## src/mpool_pkg.sv

```systemverilog
// ----------------------------------------------------------------------------
// mpool_pkg
// types, codes and constants shared by the max pooling block
// ----------------------------------------------------------------------------
`default_nettype none

package mpool_pkg;

   localparam int MAX_CHANNELS = 8;
   localparam int MAX_ROWS     = 32;
   localparam int MAX_COLS     = 32;
   localparam int MAX_KERNEL   = 8;

   localparam int CH_W   = 3;
   localparam int ROW_W  = 5;
   localparam int COL_W  = 5;
   localparam int KIDX_W = 3;
   localparam int PL_AW  = ROW_W + COL_W;
   localparam int ALL_AW = CH_W + ROW_W + COL_W;

   localparam logic signed [23:0] ACC_MAX = 24'sh7FFFFF;
   localparam logic signed [23:0] ACC_MIN = -24'sh800000;

   typedef enum logic [1:0] {
      ACT_FWD  = 2'd0,
      ACT_BWD  = 2'd1,
      ACT_READ = 2'd2,
      ACT_NONE = 2'd3
   } action_type;

   typedef enum logic [1:0] {
      ST_OK      = 2'd0,
      ST_EXCEEDS = 2'd1,
      ST_NO_FWD  = 2'd2,
      ST_RANGE   = 2'd3
   } status_type;

   typedef enum logic [2:0] {
      REG_KROWS  = 3'd0,
      REG_KCOLS  = 3'd1,
      REG_STEP   = 3'd2,
      REG_PROWS  = 3'd3,
      REG_PCOLS  = 3'd4,
      REG_PCOUNT = 3'd5
   } reg_index_type;

   typedef enum logic [2:0] {
      OP_ERR,
      OP_PIX,
      OP_PIX_ERR,
      OP_WALK,
      OP_BWD,
      OP_READ
   } op_type;

   typedef enum logic [1:0] {
      F_IDLE,
      F_CLASS,
      F_DIV,
      F_PUSH
   } front_state_type;

   typedef enum logic [3:0] {
      B_CLEAR,
      B_IDLE,
      B_EXEC,
      B_WALK,
      B_WEND,
      B_WSAVE,
      B_BWD_A,
      B_BWD_B,
      B_RD
   } back_state_type;

   typedef struct packed {
      logic [1:0]         action;
      logic [CH_W-1:0]    channel;
      logic [ROW_W-1:0]   row;
      logic [COL_W-1:0]   col;
      logic signed [15:0] sample;
   } req_type;

   typedef struct packed {
      logic [1:0]         status;
      logic signed [23:0] result_value;
      logic [CH_W-1:0]    res_channel;
      logic [ROW_W-1:0]   win_row;
      logic [COL_W-1:0]   win_col;
      logic [ROW_W-1:0]   arg_row;
      logic [COL_W-1:0]   arg_col;
   } rsp_type;

   typedef struct packed {
      logic [3:0] kr;
      logic [3:0] kc;
      logic [3:0] st;
      logic [5:0] pr;
      logic [5:0] pc;
      logic [3:0] pn;
   } cfg_type;

   typedef struct packed {
      op_type             op;
      status_type         status;
      logic [CH_W-1:0]    channel;
      logic [ROW_W-1:0]   row;
      logic [COL_W-1:0]   col;
      logic signed [15:0] sample;
      logic [ROW_W-1:0]   brow;
      logic [COL_W-1:0]   bcol;
      logic [ROW_W-1:0]   orow;
      logic [COL_W-1:0]   ocol;
      logic [3:0]         kr;
      logic [3:0]         kc;
   } cmd_type;

   function automatic logic [3:0] clamp4(input logic [3:0] v, input logic [3:0] hi);
      logic [3:0] r;
      r = v;
      if (v == 4'd0) r = 4'd1;
      else if (v > hi) r = hi;
      return r;
   endfunction

   function automatic logic [5:0] clamp6(input logic [5:0] v, input logic [5:0] hi);
      logic [5:0] r;
      r = v;
      if (v == 6'd0) r = 6'd1;
      else if (v > hi) r = hi;
      return r;
   endfunction

endpackage

`default_nettype wire

```

## src/mpool_queue.sv

```systemverilog
// ----------------------------------------------------------------------------
// mpool_queue
// two-entry command queue between the front and back parts
// ----------------------------------------------------------------------------
`default_nettype none

module mpool_queue
   import mpool_pkg::*;
(
   input  wire logic    clock,
   input  wire logic    reset,
   input  wire logic    push,
   input  wire cmd_type push_cmd,
   output logic         full,
   input  wire logic    pop,
   output logic         empty,
   output cmd_type      head
);

   cmd_type    slot_ff [0:1];
   logic       wp_ff, rp_ff;
   logic [1:0] cnt_ff;

   assign full  = (cnt_ff == 2'd2);
   assign empty = (cnt_ff == 2'd0);
   assign head  = slot_ff[rp_ff];

   always_ff @(posedge clock) begin
      if (reset) begin
         wp_ff  <= 1'b0;
         rp_ff  <= 1'b0;
         cnt_ff <= 2'd0;
      end else begin
         if (push && !full) wp_ff <= ~wp_ff;
         if (pop && !empty) rp_ff <= ~rp_ff;
         if ((push && !full) && !(pop && !empty)) cnt_ff <= cnt_ff + 2'd1;
         else if (!(push && !full) && (pop && !empty)) cnt_ff <= cnt_ff - 2'd1;
      end
   end

   always_ff @(posedge clock) begin
      if (push && !full) slot_ff[wp_ff] <= push_cmd;
   end

endmodule

`default_nettype wire

```

## config.mk

```make
export PLATFORM = sky130hd
export DESIGN_NAME = mpool_queue
export DESIGN_NICKNAME = d
export VERILOG_FILES = /design/src/mpool_pkg.sv /design/src/mpool_queue.sv
export SDC_FILE = /design/constraint.sdc
export NUM_CORES = 1
export LEC_CHECK = 0
export BUFFER_PORTS_ARGS = -buffer_cell sky130_fd_sc_hd__clkbuf_2
export CAP_MARGIN = 15
export CORE_MARGIN = 3
export CORE_UTILIZATION = 55
export CTS_BUF_LIST = sky130_fd_sc_hd__clkbuf_8 sky130_fd_sc_hd__clkbuf_16
export DETAILED_ROUTE_END_ITERATION = 7
export PLACE_DENSITY = 0.83
export SYNTH_ARGS = -nofsm -noshare
export SYNTH_HDL_FRONTEND = slang
export SYNTH_SLANG_ARGS = --single-unit
```

## constraint.sdc

```tcl
create_clock -name clock -period 5.2 [get_ports clock]
set_clock_uncertainty 0.05 [all_clocks]
set_input_delay 0.52 -clock clock [delete_from_list [all_inputs] [get_ports clock]]
set_output_delay 0.52 -clock clock [all_outputs]
set_load 0.01 [all_outputs]
```

# Word level (Yosys, flattened, before mapping)
# Memory sizes are Yosys's and may differ from the RTL's. A register that Yosys moved wholly into a read port is not among the register bits.
# Index checks and enable logic that the tools add are counted.
[word_totals]
latch_bits = 0
mem_bits_rw = 124
n_memories = 1
elab_cells = 25
reg_bits = 4
out_inout_bits = 64
romBits = 0
[classes]
n_lt_le_gt_ge = 0
n_reduce_logical = 10
n_div = 0
n_shift = 0
n_eq_ne = 1
bitwise_logic = 2
n_addsub = 2
n_mul = 0
mux = 6
[mem_list]
columns = ["name", "words", "word_bits", "read_ports", "rd_ports_with_merged_regs", "wr", "line", "rtl"]
rows = [
  ["slot_ff", 2, 62, 1, 1, 1, "mpool_queue.sv:20", "cmd_type slot_ff [0:1];"],
]
[ops]
columns = ["op", "count"]
rows = [
  ["$logic_and A1 B1 Y1", 4],
  ["$logic_not A1 Y1", 4],
  ["$mux W1", 4],
  ["$mux W2", 2],
  ["$add A2 B1 Y2 const B", 1],
  ["$eq A2 B2 Y1 const B", 1],
  ["$logic_not A2 Y1", 1],
  ["$not A1 Y1", 2],
  ["$reduce_bool A2 Y1", 1],
  ["$sub A2 B1 Y2 const B", 1],
]

# Logic depth before layout (Yosys ltp)
[logic_depth]
word_depth = 7
mapped_depth = 6
ltp_nobuf = 6

# Least setup slack after synthesis
# OpenSTA, ideal clock, no wires.
[synth_path]
path_kind = "input to register"
from = "input port push"
to = "memory slot_ff[1][0] (netlist name), enable pin"
path_slack_ps = 2558
stages = 3
required_ps = 4723
arrival_time_ps = 2166
path_cell_list = "inv_1 > nor2_1 > and2_1"
[synth_between]
elab_chain_cells = 3
[synth_rtl]
columns = ["item", "line", "rtl"]
rows = [
  ["start: declaration", "mpool_queue.sv:12", "input wire logic push,"],
  ["$logic_and A1 B1 Y1", "mpool_queue.sv:42", "if (push && !full) slot_ff[wp_ff] <= push_cmd;"],
  ["$mux W1", "mpool_queue.sv:42", ""],
  ["$mux W1 (not written as such)", "mpool_queue.sv:42", ""],
  ["end: declaration", "mpool_queue.sv:20", ""],
]
# Every way passes these cells.

==> impl_metrics.yaml <==
run_status:
  status: "completed"
logic_synthesis:
  yosysUniqueCellTypes: 14
  syn_area_sq_um: 4684
  synth-simple-area-share_pct: 0.9882
  synth.avg_cell_area_sq_um: 21.49
  synth.area.top_cells: "edfxtp_1, mux2_2, dfxtp_1, buf_4, xor2_1"
  synth_seq_cells: 129
  syn_nets: 285
  synth_mux_area_share_pct: 14.90
  yosysTopAreaCellShare_pct: 79.49
  yosys.area.top_type: "edfxtp_1"
  postSynthCellCount: 218
  synth_xor_area_share_pct: 0.5609
  synth_compound_area_share_pct: 0.5342
  synth_warnings: 0
  synth_top_family_by_area: "multiplexers"
  synth_fa_ha_area_share_pct: 0.2671
  yosysSeqAreaShare_pct: 81.62
timing:
  period_share_pct: 55.73
  rsz0062_at_grt: "false"
  fmax_mhz: 345.1
  max_slew.worst_pin.slew_ns: 0.7395
  layout_min_cycle_time_ns: 2.898
  hold_ws_ns: 0.1592
  drv_slew: 0
  hold_violations: 0
  worst_slew_margin_rel_pct: 50.70
  setup_viol: 0
  fin_setup_tns_ns: 0
cts:
  clkLatencyLatePin_ns: 0.49
  clk_pin_slew_ns: 0.06
  cts_tree: "done"
  cts_resized: 0
  cts.sinks: 129
  root_buffer: "clkbuf_8"
  cts_max_level: 4
  ctsHoldBuffers: 0
  cts_buffers: 17
  clk_path_buf_depth: 2
  postCtsSetupBuffers: 0
place:
  finalWeightedCongestion: 0.6827
  port_buffers: 129
  place_area_sq_um: 5441
  hpwl_microns: 5195
setup_path:
  ff2ff_setup_slack_ns: 2.90
  cp-end-kind: "output port"
  required_ns: 4.63
  cp.arrival_ns: 2.33
  path_max_fanout: 32
  cp-start-kind: "register"
  crit_type: "register to output port"
layout:
  area_growth_pct: 29.06
  multi_input_area_sq_um: 809.5
  fin_nets: 429
  stdcell_area_sq_um: 6046
  insertedDiodeCount: 0
  drive_gt1_share_pct: 60.53
  ff_latch_area_sq_um: 3825
  fill_cells: 527
floorplan:
  die_w_microns: 98.29
  io_pins: 130
  dieArea_sq_um: 9661
  die_y_microns: 98.29
  rows: 33
  initial_core_util_pct: 56.73
  core_sq_um: 8258
power_and_ir_drop:
  vdd.ir_drop.worst_uv: 302.1
  p_per_area_nw_per_um2: 531.6
  p_leak_nw: 2.326
  finalPower_mw: 3.214
routing:
  drcViolationCount: 0
  ant_nets: 0
  drtIter0Drc: 61
  wl_per_cell_microns: 16.48
  firstDrtPassIters: 4
  wirelength_microns: 7909
  viasPerCell: 4.979
  vias: 2390
global_routing:
  grt_max_degree: 33
  grt_pass1_wl_microns: 12450
  track_usage_pct: 17.03
  grt_pass1_vias: 2506
  antenna_found_initial: 0
  grt_overflow_total: 0
run:
  cap_violations: 0
min_path:
  hp-class: "input port to register"
per-stage QoR:
| stage | utilization, % | setup WS, ns | cells |
|---|---|---|---|
| 6_report | 73.21 | 2.302 | 480 |
| 5_1_grt | 73.21 | 2.146 | 480 |
| 4_1_cts | 73.21 | 2.226 | 480 |
| 3_5_place_dp | 65.89 | 2.689 | 448 |
| 3_3_place_gp | 65.89 | 2.717 | 448 |
| 2_1_floorplan | - | 2.558 | 218 |
report_power, final:
group,switching (mW),total [mW],internal [mW]
sequential,0.0676,1.38,1.31
combinational,0.340,0.654,0.313
clock,0.410,1.18,0.774
total,0.817,3.21,2.40
layer usage:
layer / GRT usage, % / up-vias / wire [microns]
li1: - / 1146 / -
met1: 21.75 / 1141 / 3277
met2: 26.63 / 93 / 3888
met3: 6.429 / 10 / 654
met4: 6.828 / 0 / 89
met5: 0 / - / 0
cells by family (layout without fill, tap and decap cells):
logic type,count (synthesis),after routing
AO/OA/AOI/OAI,5,5
XOR/XNOR,3,3
buffers and inverters,9,166
flip-flops,129,129
AND/OR/NAND/NOR,9,9
adder cells (fa/ha/maj),1,1
multiplexers,62,62
state kept, by name, summed over array words and instances, names as in the netlist, named ones only:
register,count
wp_ff,1
slot_ff,124
cnt_ff,2
rp_ff,1
layout make-up:
cell class / count / share of cell area, %
clock buffers: 17 / 6.850
clock inverters: 15 / 3.146
inverters: 2 / 0.1242
multi-input cells: 80 / 13.39
flip-flops and latches: 129 / 63.27
well taps: 105 / 2.173
repair buffers: 132 / 11.05
path summary, 6_finish.rpt:
path / from / end / cells after the start
worst min register to register: wp_ff / wp_ff / 2
worst max-delay path: register / head[32] / 3
worst max register to register: cnt_ff[0] / slot_ff[0][35] / 4
worst min-delay path: push_cmd[5] / slot_ff[0][5] / 1
placed cells by master (no fill, tap or decap):
cell type and count:
bufinv_16 4, mux2_2 62, edfxtp_1 124, clkinv_1 2, dfxtp_2 1, o21ai_0 3
inv_2 1, nor2_1 5, xor2_1 3, and2_2 1, clkinv_4 1, clkbuf_16 16
inv_1 2, inv_6 2, nor2b_2 1, or3_1 2, a21oi_1 2, clkinvlp_4 3
dfxtp_1 4, buf_4 3, clkinv_2 2, clkbuf_8 1, ha_1 1, clkbuf_2 129
synth_stat cells:
library cell	number
or3_1	2
buf_4	4
mux2_2	62
ha_1	1
inv_1	2
edfxtp_1	124
xor2_1	3
a21oi_1	2
nor2_1	5
buf_2	3
and2_1	1
dfxtp_1	5
nor2b_2	1
o21ai_0	3
worst max-delay path, stage by stage, from the launching register on:
cell	delay, ns
dfxtp_2	0.80
buf_4	0.49
mux2_2	0.40
clkbuf_2	0.13
(Power assumes the default switching activity.)
