### config.mk
export PLATFORM = sky130hd
export DESIGN_NAME = mpool_front
export DESIGN_NICKNAME = d
export VERILOG_FILES = /design/src/mpool_pkg.sv /design/src/mpool_front.sv
export SDC_FILE = /design/constraint.sdc
export NUM_CORES = 1
export LEC_CHECK = 0
export BUFFER_PORTS_ARGS = -buffer_cell sky130_fd_sc_hd__buf_2
export CORE_AREA = 2 2 117 108
export DETAILED_ROUTE_END_ITERATION = 10
export DIE_AREA = 0 0 119 110
export PLACE_DENSITY_LB_ADDON = 0.15
export SLEW_MARGIN = 20
export SYNTH_ARGS = -nofsm -noshare
export SYNTH_HDL_FRONTEND = slang
export SYNTH_SLANG_ARGS = --single-unit
### constraint.sdc
create_clock -name clock -period 7.45 [get_ports clock]
set_input_delay 1.1175 -clock clock [delete_from_list [all_inputs] [get_ports clock]]
set_output_delay 1.1175 -clock clock [all_outputs]
set_load 0.005 [all_outputs]
### src/mpool_pkg.sv
// ----------------------------------------------------------------------------
// mpool_pkg
// types, codes and constants shared by the max pooling block
// ----------------------------------------------------------------------------
`default_nettype none

package mpool_pkg;

   localparam int MAX_CHANNELS = 8;
   localparam int MAX_ROWS     = 32;
   localparam int MAX_COLS     = 32;
   localparam int MAX_KERNEL   = 8;

   localparam int CH_W   = 3;
   localparam int ROW_W  = 5;
   localparam int COL_W  = 5;
   localparam int KIDX_W = 3;
   localparam int PL_AW  = ROW_W + COL_W;
   localparam int ALL_AW = CH_W + ROW_W + COL_W;

   localparam logic signed [23:0] ACC_MAX = 24'sh7FFFFF;
   localparam logic signed [23:0] ACC_MIN = -24'sh800000;

   typedef enum logic [1:0] {
      ACT_FWD  = 2'd0,
      ACT_BWD  = 2'd1,
      ACT_READ = 2'd2,
      ACT_NONE = 2'd3
   } action_type;

   typedef enum logic [1:0] {
      ST_OK      = 2'd0,
      ST_EXCEEDS = 2'd1,
      ST_NO_FWD  = 2'd2,
      ST_RANGE   = 2'd3
   } status_type;

   typedef enum logic [2:0] {
      REG_KROWS  = 3'd0,
      REG_KCOLS  = 3'd1,
      REG_STEP   = 3'd2,
      REG_PROWS  = 3'd3,
      REG_PCOLS  = 3'd4,
      REG_PCOUNT = 3'd5
   } reg_index_type;

   typedef enum logic [2:0] {
      OP_ERR,
      OP_PIX,
      OP_PIX_ERR,
      OP_WALK,
      OP_BWD,
      OP_READ
   } op_type;

   typedef enum logic [1:0] {
      F_IDLE,
      F_CLASS,
      F_DIV,
      F_PUSH
   } front_state_type;

   typedef enum logic [3:0] {
      B_CLEAR,
      B_IDLE,
      B_EXEC,
      B_WALK,
      B_WEND,
      B_WSAVE,
      B_BWD_A,
      B_BWD_B,
      B_RD
   } back_state_type;

   typedef struct packed {
      logic [1:0]         action;
      logic [CH_W-1:0]    channel;
      logic [ROW_W-1:0]   row;
      logic [COL_W-1:0]   col;
      logic signed [15:0] sample;
   } req_type;

   typedef struct packed {
      logic [1:0]         status;
      logic signed [23:0] result_value;
      logic [CH_W-1:0]    res_channel;
      logic [ROW_W-1:0]   win_row;
      logic [COL_W-1:0]   win_col;
      logic [ROW_W-1:0]   arg_row;
      logic [COL_W-1:0]   arg_col;
   } rsp_type;

   typedef struct packed {
      logic [3:0] kr;
      logic [3:0] kc;
      logic [3:0] st;
      logic [5:0] pr;
      logic [5:0] pc;
      logic [3:0] pn;
   } cfg_type;

   typedef struct packed {
      op_type             op;
      status_type         status;
      logic [CH_W-1:0]    channel;
      logic [ROW_W-1:0]   row;
      logic [COL_W-1:0]   col;
      logic signed [15:0] sample;
      logic [ROW_W-1:0]   brow;
      logic [COL_W-1:0]   bcol;
      logic [ROW_W-1:0]   orow;
      logic [COL_W-1:0]   ocol;
      logic [3:0]         kr;
      logic [3:0]         kc;
   } cmd_type;

   function automatic logic [3:0] clamp4(input logic [3:0] v, input logic [3:0] hi);
      logic [3:0] r;
      r = v;
      if (v == 4'd0) r = 4'd1;
      else if (v > hi) r = hi;
      return r;
   endfunction

   function automatic logic [5:0] clamp6(input logic [5:0] v, input logic [5:0] hi);
      logic [5:0] r;
      r = v;
      if (v == 6'd0) r = 6'd1;
      else if (v > hi) r = hi;
      return r;
   endfunction

endpackage

`default_nettype wire

### src/mpool_front.sv
// ----------------------------------------------------------------------------
// mpool_front
// accepts items, checks ranges and finds window corners
// ----------------------------------------------------------------------------
`default_nettype none

module mpool_front
   import mpool_pkg::*;
(
   input  wire logic    clock,
   input  wire logic    reset,
   input  wire cfg_type cfg,
   input  wire logic    enable,
   input  wire logic    req_valid,
   output logic         req_ready,
   input  wire req_type req_payload,
   output logic         push,
   output cmd_type      push_cmd,
   input  wire logic    full
);

   front_state_type state_ff, state_in;
   req_type         req_ff;
   cmd_type         cmd_ff;
   logic [5:0]      rr_ff, rc_ff;
   logic [ROW_W-1:0] qr_ff;
   logic [COL_W-1:0] qc_ff;

   logic       exceeds, pos_bad;
   logic [5:0] dr, dc;
   logic [7:0] rs, cs;
   op_type     cls_op;
   status_type cls_status;

   assign exceeds = ({2'b0, cfg.kr} > cfg.pr) || ({2'b0, cfg.kc} > cfg.pc);
   assign pos_bad = ({1'b0, req_ff.channel} >= cfg.pn) || ({1'b0, req_ff.row} >= cfg.pr)
                    || ({1'b0, req_ff.col} >= cfg.pc);
   assign dr = {1'b0, req_ff.row} + 6'd1 - {2'b0, cfg.kr};
   assign dc = {1'b0, req_ff.col} + 6'd1 - {2'b0, cfg.kc};
   assign rs = req_ff.row * cfg.st;
   assign cs = req_ff.col * cfg.st;

   assign req_ready = (state_ff == F_IDLE) && enable;
   assign push      = (state_ff == F_PUSH) && !full;
   assign push_cmd  = cmd_ff;

   always_ff @(posedge clock) begin
      if (reset) state_ff <= F_IDLE;
      else       state_ff <= state_in;
   end

   always_comb begin
      state_in = state_ff;
      unique case (state_ff)
         F_IDLE:  if (req_valid && req_ready) state_in = F_CLASS;
         F_CLASS: begin
            if (req_ff.action == ACT_NONE) state_in = F_IDLE;
            else if (req_ff.action == ACT_FWD && !pos_bad && !exceeds
                     && {1'b0, req_ff.row} + 6'd1 >= {2'b0, cfg.kr}
                     && {1'b0, req_ff.col} + 6'd1 >= {2'b0, cfg.kc}) state_in = F_DIV;
            else state_in = F_PUSH;
         end
         F_DIV:   if (rr_ff < {2'b0, cfg.st} && rc_ff < {2'b0, cfg.st}) state_in = F_PUSH;
         F_PUSH:  if (!full) state_in = F_IDLE;
         default: state_in = F_IDLE;
      endcase
   end

   always_comb begin
      cls_op     = OP_PIX;
      cls_status = ST_OK;
      unique case (req_ff.action)
         ACT_FWD: begin
            if (pos_bad) begin
               cls_op     = OP_ERR;
               cls_status = ST_RANGE;
            end else if (exceeds && {1'b0, req_ff.row} == cfg.pr - 6'd1
                         && {1'b0, req_ff.col} == cfg.pc - 6'd1) begin
               cls_op     = OP_PIX_ERR;
               cls_status = ST_EXCEEDS;
            end
         end
         ACT_BWD: begin
            cls_op = OP_BWD;
            if (exceeds) cls_status = ST_EXCEEDS;
            else if ({1'b0, req_ff.channel} >= cfg.pn
                     || rs > {2'b0, cfg.pr - {2'b0, cfg.kr}}
                     || cs > {2'b0, cfg.pc - {2'b0, cfg.kc}}) cls_status = ST_RANGE;
         end
         ACT_READ: begin
            if (pos_bad) begin
               cls_op     = OP_ERR;
               cls_status = ST_RANGE;
            end else begin
               cls_op = OP_READ;
            end
         end
         default: ;
      endcase
   end

   always_ff @(posedge clock) begin
      if (state_ff == F_IDLE && req_valid && req_ready) req_ff <= req_payload;
      if (state_ff == F_CLASS) begin
         cmd_ff.channel <= req_ff.channel;
         cmd_ff.row     <= req_ff.row;
         cmd_ff.col     <= req_ff.col;
         cmd_ff.sample  <= req_ff.sample;
         cmd_ff.brow    <= dr[ROW_W-1:0];
         cmd_ff.bcol    <= dc[COL_W-1:0];
         cmd_ff.orow    <= '0;
         cmd_ff.ocol    <= '0;
         cmd_ff.kr      <= cfg.kr;
         cmd_ff.kc      <= cfg.kc;
         cmd_ff.status  <= cls_status;
         cmd_ff.op      <= cls_op;
         rr_ff <= dr;
         rc_ff <= dc;
         qr_ff <= '0;
         qc_ff <= '0;
      end
      if (state_ff == F_DIV) begin
         if (rr_ff >= {2'b0, cfg.st}) begin
            rr_ff <= rr_ff - {2'b0, cfg.st};
            qr_ff <= qr_ff + 1'b1;
         end
         if (rc_ff >= {2'b0, cfg.st}) begin
            rc_ff <= rc_ff - {2'b0, cfg.st};
            qc_ff <= qc_ff + 1'b1;
         end
         if (rr_ff < {2'b0, cfg.st} && rc_ff < {2'b0, cfg.st}) begin
            cmd_ff.orow <= qr_ff;
            cmd_ff.ocol <= qc_ff;
            if (rr_ff == 6'd0 && rc_ff == 6'd0) cmd_ff.op <= OP_WALK;
         end
      end
   end

endmodule

`default_nettype wire

# Word level (Yosys, flattened, before mapping)
# Cells that the tools add are included.
# totals
register_bits	117
latchBits	0
ram_bits	0
rom_bits	0
in_bits	64
out_inout_bits	64
wordCells	120
n_memories	0
# classes
addsub	12
multipliers	2
n_div	0
magnitude_cmp	13
n_eq_ne	11
shift	0
n_mux	34
bitwise	0
reduce_logical	26
# ops
operator	n
62-bit 2-to-1 mux	1
6-bit 2-to-1 mux	6
6-bit by 4-bit subtractor with 6-bit output	6
5-bit 2-to-1 mux	6
6-bit by 4-bit >= comparator with 1-bit output	4
10-bit 2-to-1 mux	2
2-bit 2-to-1 mux	10
8-bit by 6-bit greater-than comparator with 1-bit output	2
5-bit by 4-bit multiplier with 8-bit output	2
1-bit logical AND	13
5-bit by 1-bit adder with 6-bit output, second input constant	2
5-bit by 6-bit == test with 1-bit output	2
5-bit by 6-bit >= comparator with 1-bit output	2
4-bit by 6-bit greater-than comparator with 1-bit output	2
6-bit zero test	2
6-bit by 4-bit < comparator with 1-bit output	2
3-bit 2-to-1 mux	4
6-bit by 1-bit subtractor with 6-bit output, second input constant	2
5-bit by 1-bit adder with 5-bit output, second input constant	2
3-bit case mux with 3 select lines	1
2-bit == test, second input constant	4
2-bit case mux with 4 select lines	1
2-bit case mux with 3 select lines	1
1-bit logical OR	5
8 further kinds	14

# Depth between registers and ports, before layout
# Gate-level depths: netlist of run 1.
# depth
depth_word	11
depth_mapped	16
depth_no_buf	15

# Worst setup path after synthesis of run 1
# OpenSTA, ideal clock, no wires.
# synth_path
path_kind	input -> register
from	in cfg[19] (netlist bit)
to	reg cmd_ff (netlist bit push_cmd[57]) (data pin)
setup_ps	261
arrival_ps	4742
t_required_ps	7189
path_slack_ps	2447
stages	16
n_path_buf	1
path_cell_list	clkbuf_1 nand2_1 fa_1 inv_1 fa_1 ha_1 a21o_1 a21oi_1 xnor2_1 ha_1 a211oi_1 o221ai_1 o221a_2 nor4_4 nand4_1 a221o_1
# synth_via
elab_chain_cells	7
word_cells_on_any_way	9
cone_classes	2 x mul; 2 x order compare; 3 x mux; 2 x reduce/logical
# synth_rtl
item	line	source
start, declared	mpool_front.sv:12	input wire cfg_type cfg,
5-bit by 4-bit multiplier with 8-bit output	mpool_front.sv:40	assign rs = req_ff.row * cfg.st;
8-bit by 6-bit greater-than comparator with 1-bit output	mpool_front.sv:87	|| rs > {2'b0, cfg.pr - {2'b0, cfg.kr}}
1-bit logical OR	mpool_front.sv:87	
1-bit logical OR (*)	mpool_front.sv:88	|| cs > {2'b0, cfg.pc - {2'b0, cfg.kc}}) cls_status = ST_RANGE;
2-bit 2-to-1 mux (*)	mpool_front.sv:86	else if ({1'b0, req_ff.channel} >= cfg.pn
2-bit 2-to-1 mux (*)	mpool_front.sv:85	if (exceeds) cls_status = ST_EXCEEDS;
2-bit case mux with 3 select lines (*)	mpool_front.sv:72	unique case (req_ff.action)
net cls_status[0]	mpool_front.sv:33	status_type cls_status;
end, declared	mpool_front.sv:24	cmd_type cmd_ff;
# Mark *: on every way through the listed nets, which the timed path passes. The rest lies on a longest branch.
# A chain may end at the register's enable or synchronous reset.

# Worst setup path in the final report of run 1
# layout_path
from	in cfg[17] (netlist bit)
to	reg cmd_ff (netlist bit push_cmd[57]) (data pin)
# Same word-level chain as after synthesis.

==> results of run 1 <==
registers in the layout, indices dropped and copies added (netlist names), named ones only:
name / flops
push_cmd: 62
req_ff: 31
rc_ff: 6
rr_ff: 6
qc_ff: 5
qr_ff: 5
state_ff: 1
through the flow:
stage / cells / area [um^2] / setup WS [ns] / power (mW) / utilization, %
6_report: 962 / 8380 / 2.64 / 2.28 / 70.8
3_3_place_gp: 929 / 7800 / 2.36 / 1.45 / 65.9
2_1_floorplan: 656 / 7010 / 2.45 / 1.31 / -
4_1_cts: 961 / 8380 / 2.66 / 2.29 / 70.8
5_1_grt: 961 / 8380 / 2.33 / 2.41 / 70.8
3_5_place_dp: 929 / 7800 / 2.22 / 1.48 / 65.9
final cells by class:
type                    count  area (um^2)
multi-input cells         471         3610
inverters                  52          195
well taps                 160          200
clock inverters            14          153
diodes                      1         2.50
repair buffers            129          651
flip-flops and latches    117         3140
clock buffers              18          429
fillers                   872         3460
critical path, cell delays in order:
cell      delay [ns]
buf_2           0.24
nand2_1         0.11
fa_1            0.50
inv_1           0.05
fa_1            0.53
ha_1            0.33
a21o_1          0.18
a21oi_1         0.18
xnor2_1         0.14
ha_1            0.27
a211oi_1        0.25
o221ai_1        0.16
o221a_2         0.18
nor4_4          0.29
nand4_1         0.12
a221o_1         0.32
path summary, 6_finish.rpt:
check,slack (ns),to,cells past startpoint,startpoint
setup / recovery,2.64,push_cmd[57],16,cfg[17]
hold / removal,0.42,push_cmd[39],0,req_ff[11]
setup reg to reg,2.96,push_cmd[57],15,req_ff[22]
hold reg to reg,0.42,push_cmd[39],0,req_ff[11]
cell families after synthesis:
family          synth area share (%)
buf+inv                         3.68
xor+xnor                        4.87
flops                           44.8
fa+ha+maj                       18.9
mux                             1.14
simple gates                    16.8
compound gates                  9.78
power by group through the flow:
stage	Sequential, mW	Combinational [mW]	Clock [mW]
after global placement	0.881	0.573	0
after CTS	0.872	0.608	0.806
after global routing	0.886	0.695	0.833
after floorplan	0.863	0.443	0
final	0.874	0.611	0.799
after detailed placement	0.883	0.600	0
per-layer routing:
layer  vias up  wire length (um)  part of all wire (%)  GRT usage, %
met4         2               257                   1.6          8.76
li1       2638                 -                     -             -
met2       185              7540                    46          42.9
met1      2534              7170                    44          33.4
met3        23              1240                   7.6          8.18
met5         -                13                 0.080             0
cell usage in the layout (no fill, tap or decap), types with 3 or more instances in the layout:
cell type   count
nor3b_1         3
mux2i_1         8
a221o_1         4
nor2_1         34
nand2_1        57
buf_2         127
edfxtp_1       80
inv_2           3
and4_1          3
xor2_1         15
o21ai_1         9
nor3_1         11
fa_1           18
o211ai_1        3
a211oi_1       11
xnor2_1        24
or3_1           3
and3_1          9
a21o_1          6
inv_1          49
and2_1         26
clkinv_4        4
clkbuf_16      17
dfxtp_1        37
nand3_1        26
a31oi_1         4
nor4_1          6
a21oi_1        25
o221ai_1        3
nand4_1        12
o31ai_1         4
nor2b_1        14
o21ai_0        16
ha_1           77
clkinvlp_4      3
nand2b_1       11
inv_6           3
==> run_results.csv, run 1 <==
group,metric,value,unit
yosys,syn_avg_cell_area,10.7,um^2
yosys,syn-num-nets,815,
clocking,cts_buffer_depth,2,
drt,vias_per_cell,5.59,
power_and_ir_drop,clockPowerShare,35.0,%
yosys,yosys.area.top_type,"edfxtp_1",
drt,drtIter0Drc,372,
global_route,grt_pass1_wl,26200,um
timing,period_needed,4.81,ns
clocking,clock_latency,0.42,ns
final_layout,drive_gt1_share,20.8,%
placed_design,place_congestion,0.854,
setup_path,critPathArrivalTime,4.98,ns
timing,setup_viol,0,
yosys,synth_cells,656,
floorplan,die_w,119,um
global_route,grt-ovfl-total,0,
clocking,clkSinkCount,117,
global_route,antenna_found_initial,2,
setup_path,crit_fanout,11,
floorplan,die_y,110,um
run,maxCapViolations,0,
setup_path,critPathKind,"primary input to register",
setup_path,cp.required,7.62,ns
yosys,yosys-top-cells-count,"80 x edfxtp_1, 77 x ha_1, 57 x nand2_1",
power_and_ir_drop,ir_worst_vdd,251,uV
drt,antenna_left,0,
drt,drt_pass1_iterations,4,
timing,fmaxAchievable,208,MHz
power_and_ir_drop,power.density,272,nW/um^2
yosys,yosysWarnings,0,
power_and_ir_drop,pwr-share-seq,38.3,%
placed_design,dpl.hpwl,12100,um
yosys,synth_most_common_cell,"edfxtp_1",
yosys,synth_cell_types,58,
placed_design,port_buffers,127,
power_and_ir_drop,combPwrFrac,26.8,%
clocking,h-tree-depth,4,
outcome,status,"completed",
yosys,ys.flop_type,"edfxtp_1",
yosys,ys_seq_area_share,44.8,%
drt,finalWirelength,16200,um
yosys,synth_area,7010,um^2
floorplan,core,11800,um^2
yosys,synth_edf_count,80,
timing,setup_tns,0,ns
timing,skew,0.00622,ns
timing,slew_violations,0,
yosys,synth_top_cell_area_share,34.3,%
global_route,grt_pass1_vias,5326,
worst_hold_path,hold_path_class,"register to register",
timing,worst_slew_pin_slew,0.934,ns
clocking,cts.repair.resized,0,
drt,num_vias,5382,
clocking,cts_hold_buf,0,
drt,wl_per_cell,16.9,um
power_and_ir_drop,power.leakage,3.72,nW
clocking,path_clk_slew,0.06,ns
setup_path,cp-end-kind,"register",
timing,hold_slack,0.415,ns
final_layout,syn_to_final_growth,19.6,%
global_route,grt_start_max_net_pins,51,
clocking,root_buffer,"clkbuf_16",
yosys,ys_seq_elements,117,
final_layout,fin_nets,947,
floorplan,die-area,13100,um^2
floorplan,start_util,59.2,%
yosys,async_flop_share,0,%
setup_path,start_kind,"primary input",
power_and_ir_drop,cell_internal_pwr,1.56,mW
timing,hold_viol,0,
drt,drc,0,
clocking,numCtsBuffers,17,
timing,rsz0062_at_grt,"false",
power_and_ir_drop,power_switching,0.720,mW
power_and_ir_drop,swShare,31.5,%
clocking,post_cts_buffers,0,
floorplan,row_count,38,
timing,relSlewSlack,37.5,%
timing,fin_crit_sh,64.6,%
clocking,cts_tree,"built",
global_route,grt_usage,26.2,%
floorplan,io_pins,128,
yosys,yosys-top-cells-area,"edfxtp_1 34%, ha_1 14%, dfxtp_1 11%",
(Power assumes the default switching activity.)
==> inputs of run 2 (changes only) <==
- ABC_AREA: default -> 1
- CORE_AREA: 2 2 117 108 -> 2 2 131 121
- DIE_AREA: 0 0 119 110 -> 0 0 133 123
- clock period: 7.45 -> 4.3 ns (I/O delays scaled with it)
==> run 2 against run 1 <==
  * Synthesized cell count up 31%
  * Final cell count up 26%
  * Sequential share of layout area down 3.0 points
  * Routed wire length up 5.0%
==> run_results.csv, run 2 <==
group,metric,value,unit
timing,fin_crit_sh,89.2,%
final_layout,final_common_cell,"nand2_1",
placed_design,pre_cts_slack,0.208,ns
timing,setup_tns,0,ns
final_layout,diodes,0,
setup_path,crit_fanout,9,
setup_path,cp-end-kind,"register",
power_and_ir_drop,power.leakage,4.50,nW
clocking,cts.repair.resized,0,
clocking,numCtsBuffers,17,
yosys,async_flop_share,0,%
global_route,grt_start_max_net_pins,74,
timing,relSlewSlack,34.8,%
clocking,cts_tree,"built",
global_route,grt-ovfl-total,0,
drt,drtIter0Drc,312,
drt,route.met2.wl,7470,um
drt,top_layer,"met4",
floorplan,start_util,51.0,%
floorplan,die_w,133,um
floorplan,io_pins,128,
yosys,ys_seq_elements,117,
global_route,grt_pass1_vias,5737,
clocking,post_cts_buffers,0,
floorplan,core,15000,um^2
drt,drt_pass1_iterations,5,
yosys,synth_edf_count,80,
drt,antenna_left,0,
global_route,grt_pass1_wl,28200,um
final_layout,layout.cells.non_filler,1216,
setup_path,critPathArrivalTime,4.00,ns
clocking,clock_latency,0.42,ns
placed_design,placed_cells,1184,
setup_path,rr_worst_depth,17,
setup_path,critPathKind,"register to register",
drt,dr_wl_met3,1230,um
yosys,synth_cells,862,
yosys,yosysWarnings,0,
timing,finalWorstSetupSlack,0.463,ns
global_route,grt_usage,22.1,%
setup_path,cp.required,4.46,ns
power_and_ir_drop,ir_worst_vdd,349,uV
timing,period_needed,3.84,ns
final_layout,syn_to_final_growth,19.2,%
timing,worst_slew_pin_slew,0.975,ns
yosys,yosys.area.top_type,"edfxtp_1",
timing,skew,0.00778,ns
yosys,yosys-top-cells-area,"edfxtp_1 31%, ha_1 13%, nand2_1 10%",
final_layout,largest_reg_flops,62,
yosys,synth_top_cell_area_share,31.4,%
clocking,cts_buffer_depth,2,
yosys,synth_cell_types,51,
outcome,status,"completed",
drt,finalWirelength,17000,um
floorplan,die_y,123,um
clocking,root_buffer,"clkbuf_16",
run,maxCapViolations,0,
drt,drc,0,
power_and_ir_drop,finalPower,4.44,mW
drt,vias_per_cell,4.89,
clocking,path_clk_slew,0.06,ns
yosys,ys_seq_area_share,41.1,%
timing,hold_viol,0,
final_layout,finish.utilization,60.8,%
floorplan,row_count,43,
yosys,syn-num-nets,1021,
drt,wl_per_cell,14.0,um
yosys,synth_area,7650,um^2
timing,slew_violations,0,
floorplan,die-area,16400,um^2
yosys,synth_most_common_cell,"nand2_1",
global_route,antenna_found_initial,0,
worst_hold_path,hold_path_class,"primary input to register",
drt,num_vias,5947,
final_layout,drive_gt1_share,21.7,%
worst_hold_path,hold_depth,2,
final_layout,fin_nets,1160,
yosys,yosys-top-cells-count,"204 x nand2_1, 137 x inv_1, 80 x edfxtp_1",
timing,fmaxAchievable,261,MHz
placed_design,port_buffers,127,
power_and_ir_drop,power.density,487,nW/um^2
clocking,h-tree-depth,4,
placed_design,dpl.hpwl,12700,um
timing,hold_slack,0.389,ns
timing,setup_viol,0,
placed_design,place_congestion,0.898,
clocking,cts_hold_buf,0,
drt,wl_met1,8160,um
final_layout,layout_common_cells,"204 x nand2_1, 137 x inv_1, 127 x buf_2",
setup_path,start_kind,"register",
yosys,ys.flop_type,"edfxtp_1",
placed_design,placed_cell_area,8510,um^2
final_layout,design_area,9120,um^2
timing,rsz0062_at_grt,"false",
clocking,clkSinkCount,117,
yosys,syn_avg_cell_area,8.87,um^2
run 2: cell count changes in the layout (fill, tap and decap cells not counted), sizes merged, moves of 19 or more:
cell | previous run | this run
and2 | 26 | 0
inv | 55 | 156
nand2 | 57 | 210
nand3 | 26 | 55
nor2 | 34 | 53
o21ai | 25 | 52
run 2: routing by layer:
metal | up-vias | track usage [%]
li1 | 3103 | -
met1 | 2664 | 29.9
met2 | 160 | 35.2
met3 | 20 | 6.36
met4 | 0 | 5.71
met5 | - | 0
run 2: path summary, 6_finish.rpt:
| path | endpoint | slack, ns | startpoint |
|---|---|---|---|
| setup / recovery | push_cmd[58] | 0.46 | req_ff[21] |
| hold / removal | register | 0.39 | reset |
| setup reg to reg | push_cmd[58] | 0.46 | req_ff[21] |
| hold reg to reg | push_cmd[29] | 0.42 | req_ff[1] |
run 2: where the power goes:
group	internal [mW]	total (mW)	switching (mW)
Combinational	0.544	1.41	0.867
Sequential	1.45	1.56	0.114
Clock	0.882	1.46	0.583
run 2: area by class of cell:
class                           count  area [um^2]
Clock buffer                       17          425
Clock inverter                     15          184
Sequential cell                   117         3140
Fill cell                        1313         5890
Inverter                          147          562
Tap cell                          202          253
Timing Repair Buffer              136          703
Multi-Input combinational cell    582         3850
run 2: critical path, stage by stage (launching register included):
cell and delay, ns:
edfxtp_1 0.60, nand2_1 0.14, fa_1 0.54, inv_1 0.05, fa_1 0.52, fa_1 0.47
xor2_1 0.19, ha_1 0.30, nand2_1 0.06, inv_1 0.05, nand2_1 0.06, nand2_1 0.05
nand2_1 0.09, nand2_1 0.09, nor2_1 0.13, nand3_1 0.09, nand3_1 0.07, o21ai_0 0.07
run 2: cell families (layout without fill, tap and decap cells):
| logic type | after synthesis | in the layout | share of synthesized area [%] |
|---|---|---|---|
| AND/OR/NAND/NOR | 351 | 351 | 20.8 |
| buffers and inverters | 163 | 315 | 8.67 |
| flip-flops | 117 | 117 | 41.1 |
| AO/OA/AOI/OAI | 97 | 97 | 7.54 |
| adder cells (fa/ha/maj) | 95 | 95 | 17.3 |
| XOR/XNOR | 38 | 38 | 4.45 |
| multiplexers | 1 | 1 | 0.131 |
==> inputs of run 3 (changes only) <==
- CORE_AREA: 2 2 131 121 -> 2 2 138 127
- DIE_AREA: 0 0 133 123 -> 0 0 140 129
==> run 3 against run 2 <==
  * Critical path type unchanged
  * Die area grew 10%
  * Register-to-register slack is essentially flat
  * Hold slack lost 0.0018 ns
  * Maximum frequency grew 0.19%
  * The flow now finishes with violations (DRC)
  * Critical endpoint unchanged
  * Via count grew 1.3%
  * Critical path depth grew 1
  * Highest routed layer is now met5
==> run_results.csv, run 3 (synthesized netlist as in run 2, its figures left out) <==
group,metric,value,unit
final_layout,fin_nets,1162,
power_and_ir_drop,swShare,35.3,%
drt,drtIter0Drc,367,
worst_hold_path,hold_path_class,"primary input to register",
setup_path,start_kind,"register",
timing,rsz0062_at_grt,"false",
power_and_ir_drop,ir_worst_vdd,331,uV
timing,period_needed,3.83,ns
final_layout,final_common_cell,"nand2_1",
final_layout,largest_reg_flops,62,
power_and_ir_drop,cell_internal_pwr,2.87,mW
power_and_ir_drop,clockPowerShare,32.5,%
setup_path,slowest_stage,"edfxtp_1",
timing,worst_slew_pin_slew,1.06,ns
floorplan,die_w,140,um
run,maxCapViolations,0,
placed_design,dpl.hpwl,13700,um
final_layout,design_area,9130,um^2
drt,drc,5,
setup_path,cp.required,4.45,ns
timing,fin_crit_sh,89.1,%
floorplan,die-area,18100,um^2
clocking,cts_hold_buf,0,
placed_design,place_congestion,0.877,
power_and_ir_drop,pwr-share-seq,35.2,%
clocking,post_cts_buffers,0,
drt,antenna_left,0,
clocking,numCtsBuffers,17,
final_layout,n_fill_cell,1552,
clocking,clkSinkCount,117,
power_and_ir_drop,power_switching,1.56,mW
final_layout,layout_common_cells,"204 x nand2_1, 137 x inv_1, 127 x buf_2",
drt,wl_per_cell,14.5,um
drt,vias_per_cell,4.91,
setup_path,cp-end-kind,"register",
timing,fmaxAchievable,261,MHz
timing,hold_viol,0,
global_route,grt_pass1_vias,5861,
clocking,clock_latency,0.42,ns
global_route,grt_start_max_net_pins,74,
setup_path,critPathKind,"register to register",
drt,num_vias,6023,
power_and_ir_drop,power.leakage,4.50,nW
final_layout,diodes,0,
setup_path,crit_fanout,6,
placed_design,placed_cell_area,8540,um^2
global_route,grt-ovfl-total,0,
clocking,cts_buffer_depth,2,
floorplan,die_y,129,um
timing,relSlewSlack,29.3,%
setup_path,path_delay_family,"adder cells",
placed_design,port_buffers,127,
power_and_ir_drop,combPwrFrac,32.3,%
drt,drt_pass1_iterations,8,
setup_path,critPathArrivalTime,3.98,ns
floorplan,row_count,45,
global_route,grt_pass1_wl,29400,um
floorplan,start_util,46.0,%
timing,skew,0.0121,ns
clocking,root_buffer,"clkbuf_16",
drt,finalWirelength,17800,um
floorplan,io_pins,128,
final_layout,drive_gt1_share,21.8,%
outcome,violations,"DRC",
clocking,path_clk_slew,0.06,ns
power_and_ir_drop,finalPower,4.43,mW
floorplan,core,16600,um^2
setup_path,cpPeakStageDelay,0.53,ns
global_route,antenna_found_initial,1,
setup_path,crit_top_cell,"nand2_1",
clocking,h-tree-depth,4,
outcome,status,"finished, violations left",
timing,slew_violations,0,
global_route,grt_usage,21.1,%
setup_path,cp_cell_sequence,"buf_4 > nand2_1 > fa_1 > inv_1 > fa_1 > ha_1 > nand2_1 > inv_1 > a21oi_1 > xnor2_1 > ha_1 > nand2_1 > nor3_1 > a21oi_1 > nor2_1 > nand3_1 > nand3_1 > o21ai_0",
clocking,cts_tree,"built",
final_layout,syn_to_final_growth,19.4,%
timing,setup_tns,0,ns
clocking,cts.repair.resized,0,
setup_path,cp.buffers_inverters,3,
power_and_ir_drop,power.density,485,nW/um^2
timing,setup_viol,0,
==> run 3: final timing paths <==
path                            startpoint            to  slack, ns  cells after the start
worst min-delay path                 reset      register       0.39                      2
worst max-delay path            req_ff[18]  push_cmd[58]       0.47                     18
worst max register to register  req_ff[18]  push_cmd[58]       0.47                     18
worst min register to register  req_ff[12]  push_cmd[40]       0.42                      0
==> run 3: worst register-to-register path, cell delays in order, from the launching register on <==
cell      delay, ns
edfxtp_1       0.53
buf_4          0.22
nand2_1        0.07
fa_1           0.49
inv_1          0.06
fa_1           0.53
ha_1           0.32
nand2_1        0.07
inv_1          0.05
a21oi_1        0.15
xnor2_1        0.08
ha_1           0.30
nand2_1        0.07
nor3_1         0.18
a21oi_1        0.08
nor2_1         0.14
nand3_1        0.08
nand3_1        0.06
o21ai_0        0.09
==> run 3: area by class of cell <==
| type | count | area, um^2 | area share (%) |
|---|---|---|---|
| clock buffers | 17 | 425 | 4.66 |
| clock inverters | 15 | 169 | 1.85 |
| inverters | 147 | 562 | 6.15 |
| multi-input cells | 582 | 3850 | 42.2 |
| flip-flops and latches | 117 | 3140 | 34.4 |
| well taps | 211 | 264 | 2.89 |
| repair buffers | 138 | 718 | 7.87 |
==> run 3: stage by stage <==
stage | std cells | utilization [%] | hold WS, ns | setup slack (ns)
after CTS | 1227 | 55.0 | 0.367 | 0.497
after floorplan | 862 | - | 0.400 | 0.472
final | 1227 | 55.0 | 0.387 | 0.470
after detailed placement | 1195 | 51.4 | 0.405 | 0.202
after global placement | 1195 | 51.4 | 0.400 | 0.304
after global routing | 1227 | 55.0 | 0.373 | 0.227
==> run 3: layer usage <==
metal,global-route usage [%],share of wire [%],vias to the layer above
met5,0,0.090,-
met4,7.13,1.2,2
met3,5.73,6.1,17
met2,34.9,46,163
met1,27.0,47,2740
li1,-,-,3101
==> run 3: power groups by stage <==
stage	logic (mW)	registers (mW)	clock network, mW
finish	1.43	1.56	1.44
global route	1.65	1.58	1.52
CTS	1.44	1.56	1.47
detailed placement	1.44	1.58	0
global placement	1.42	1.58	0
floorplan	1.04	1.57	0
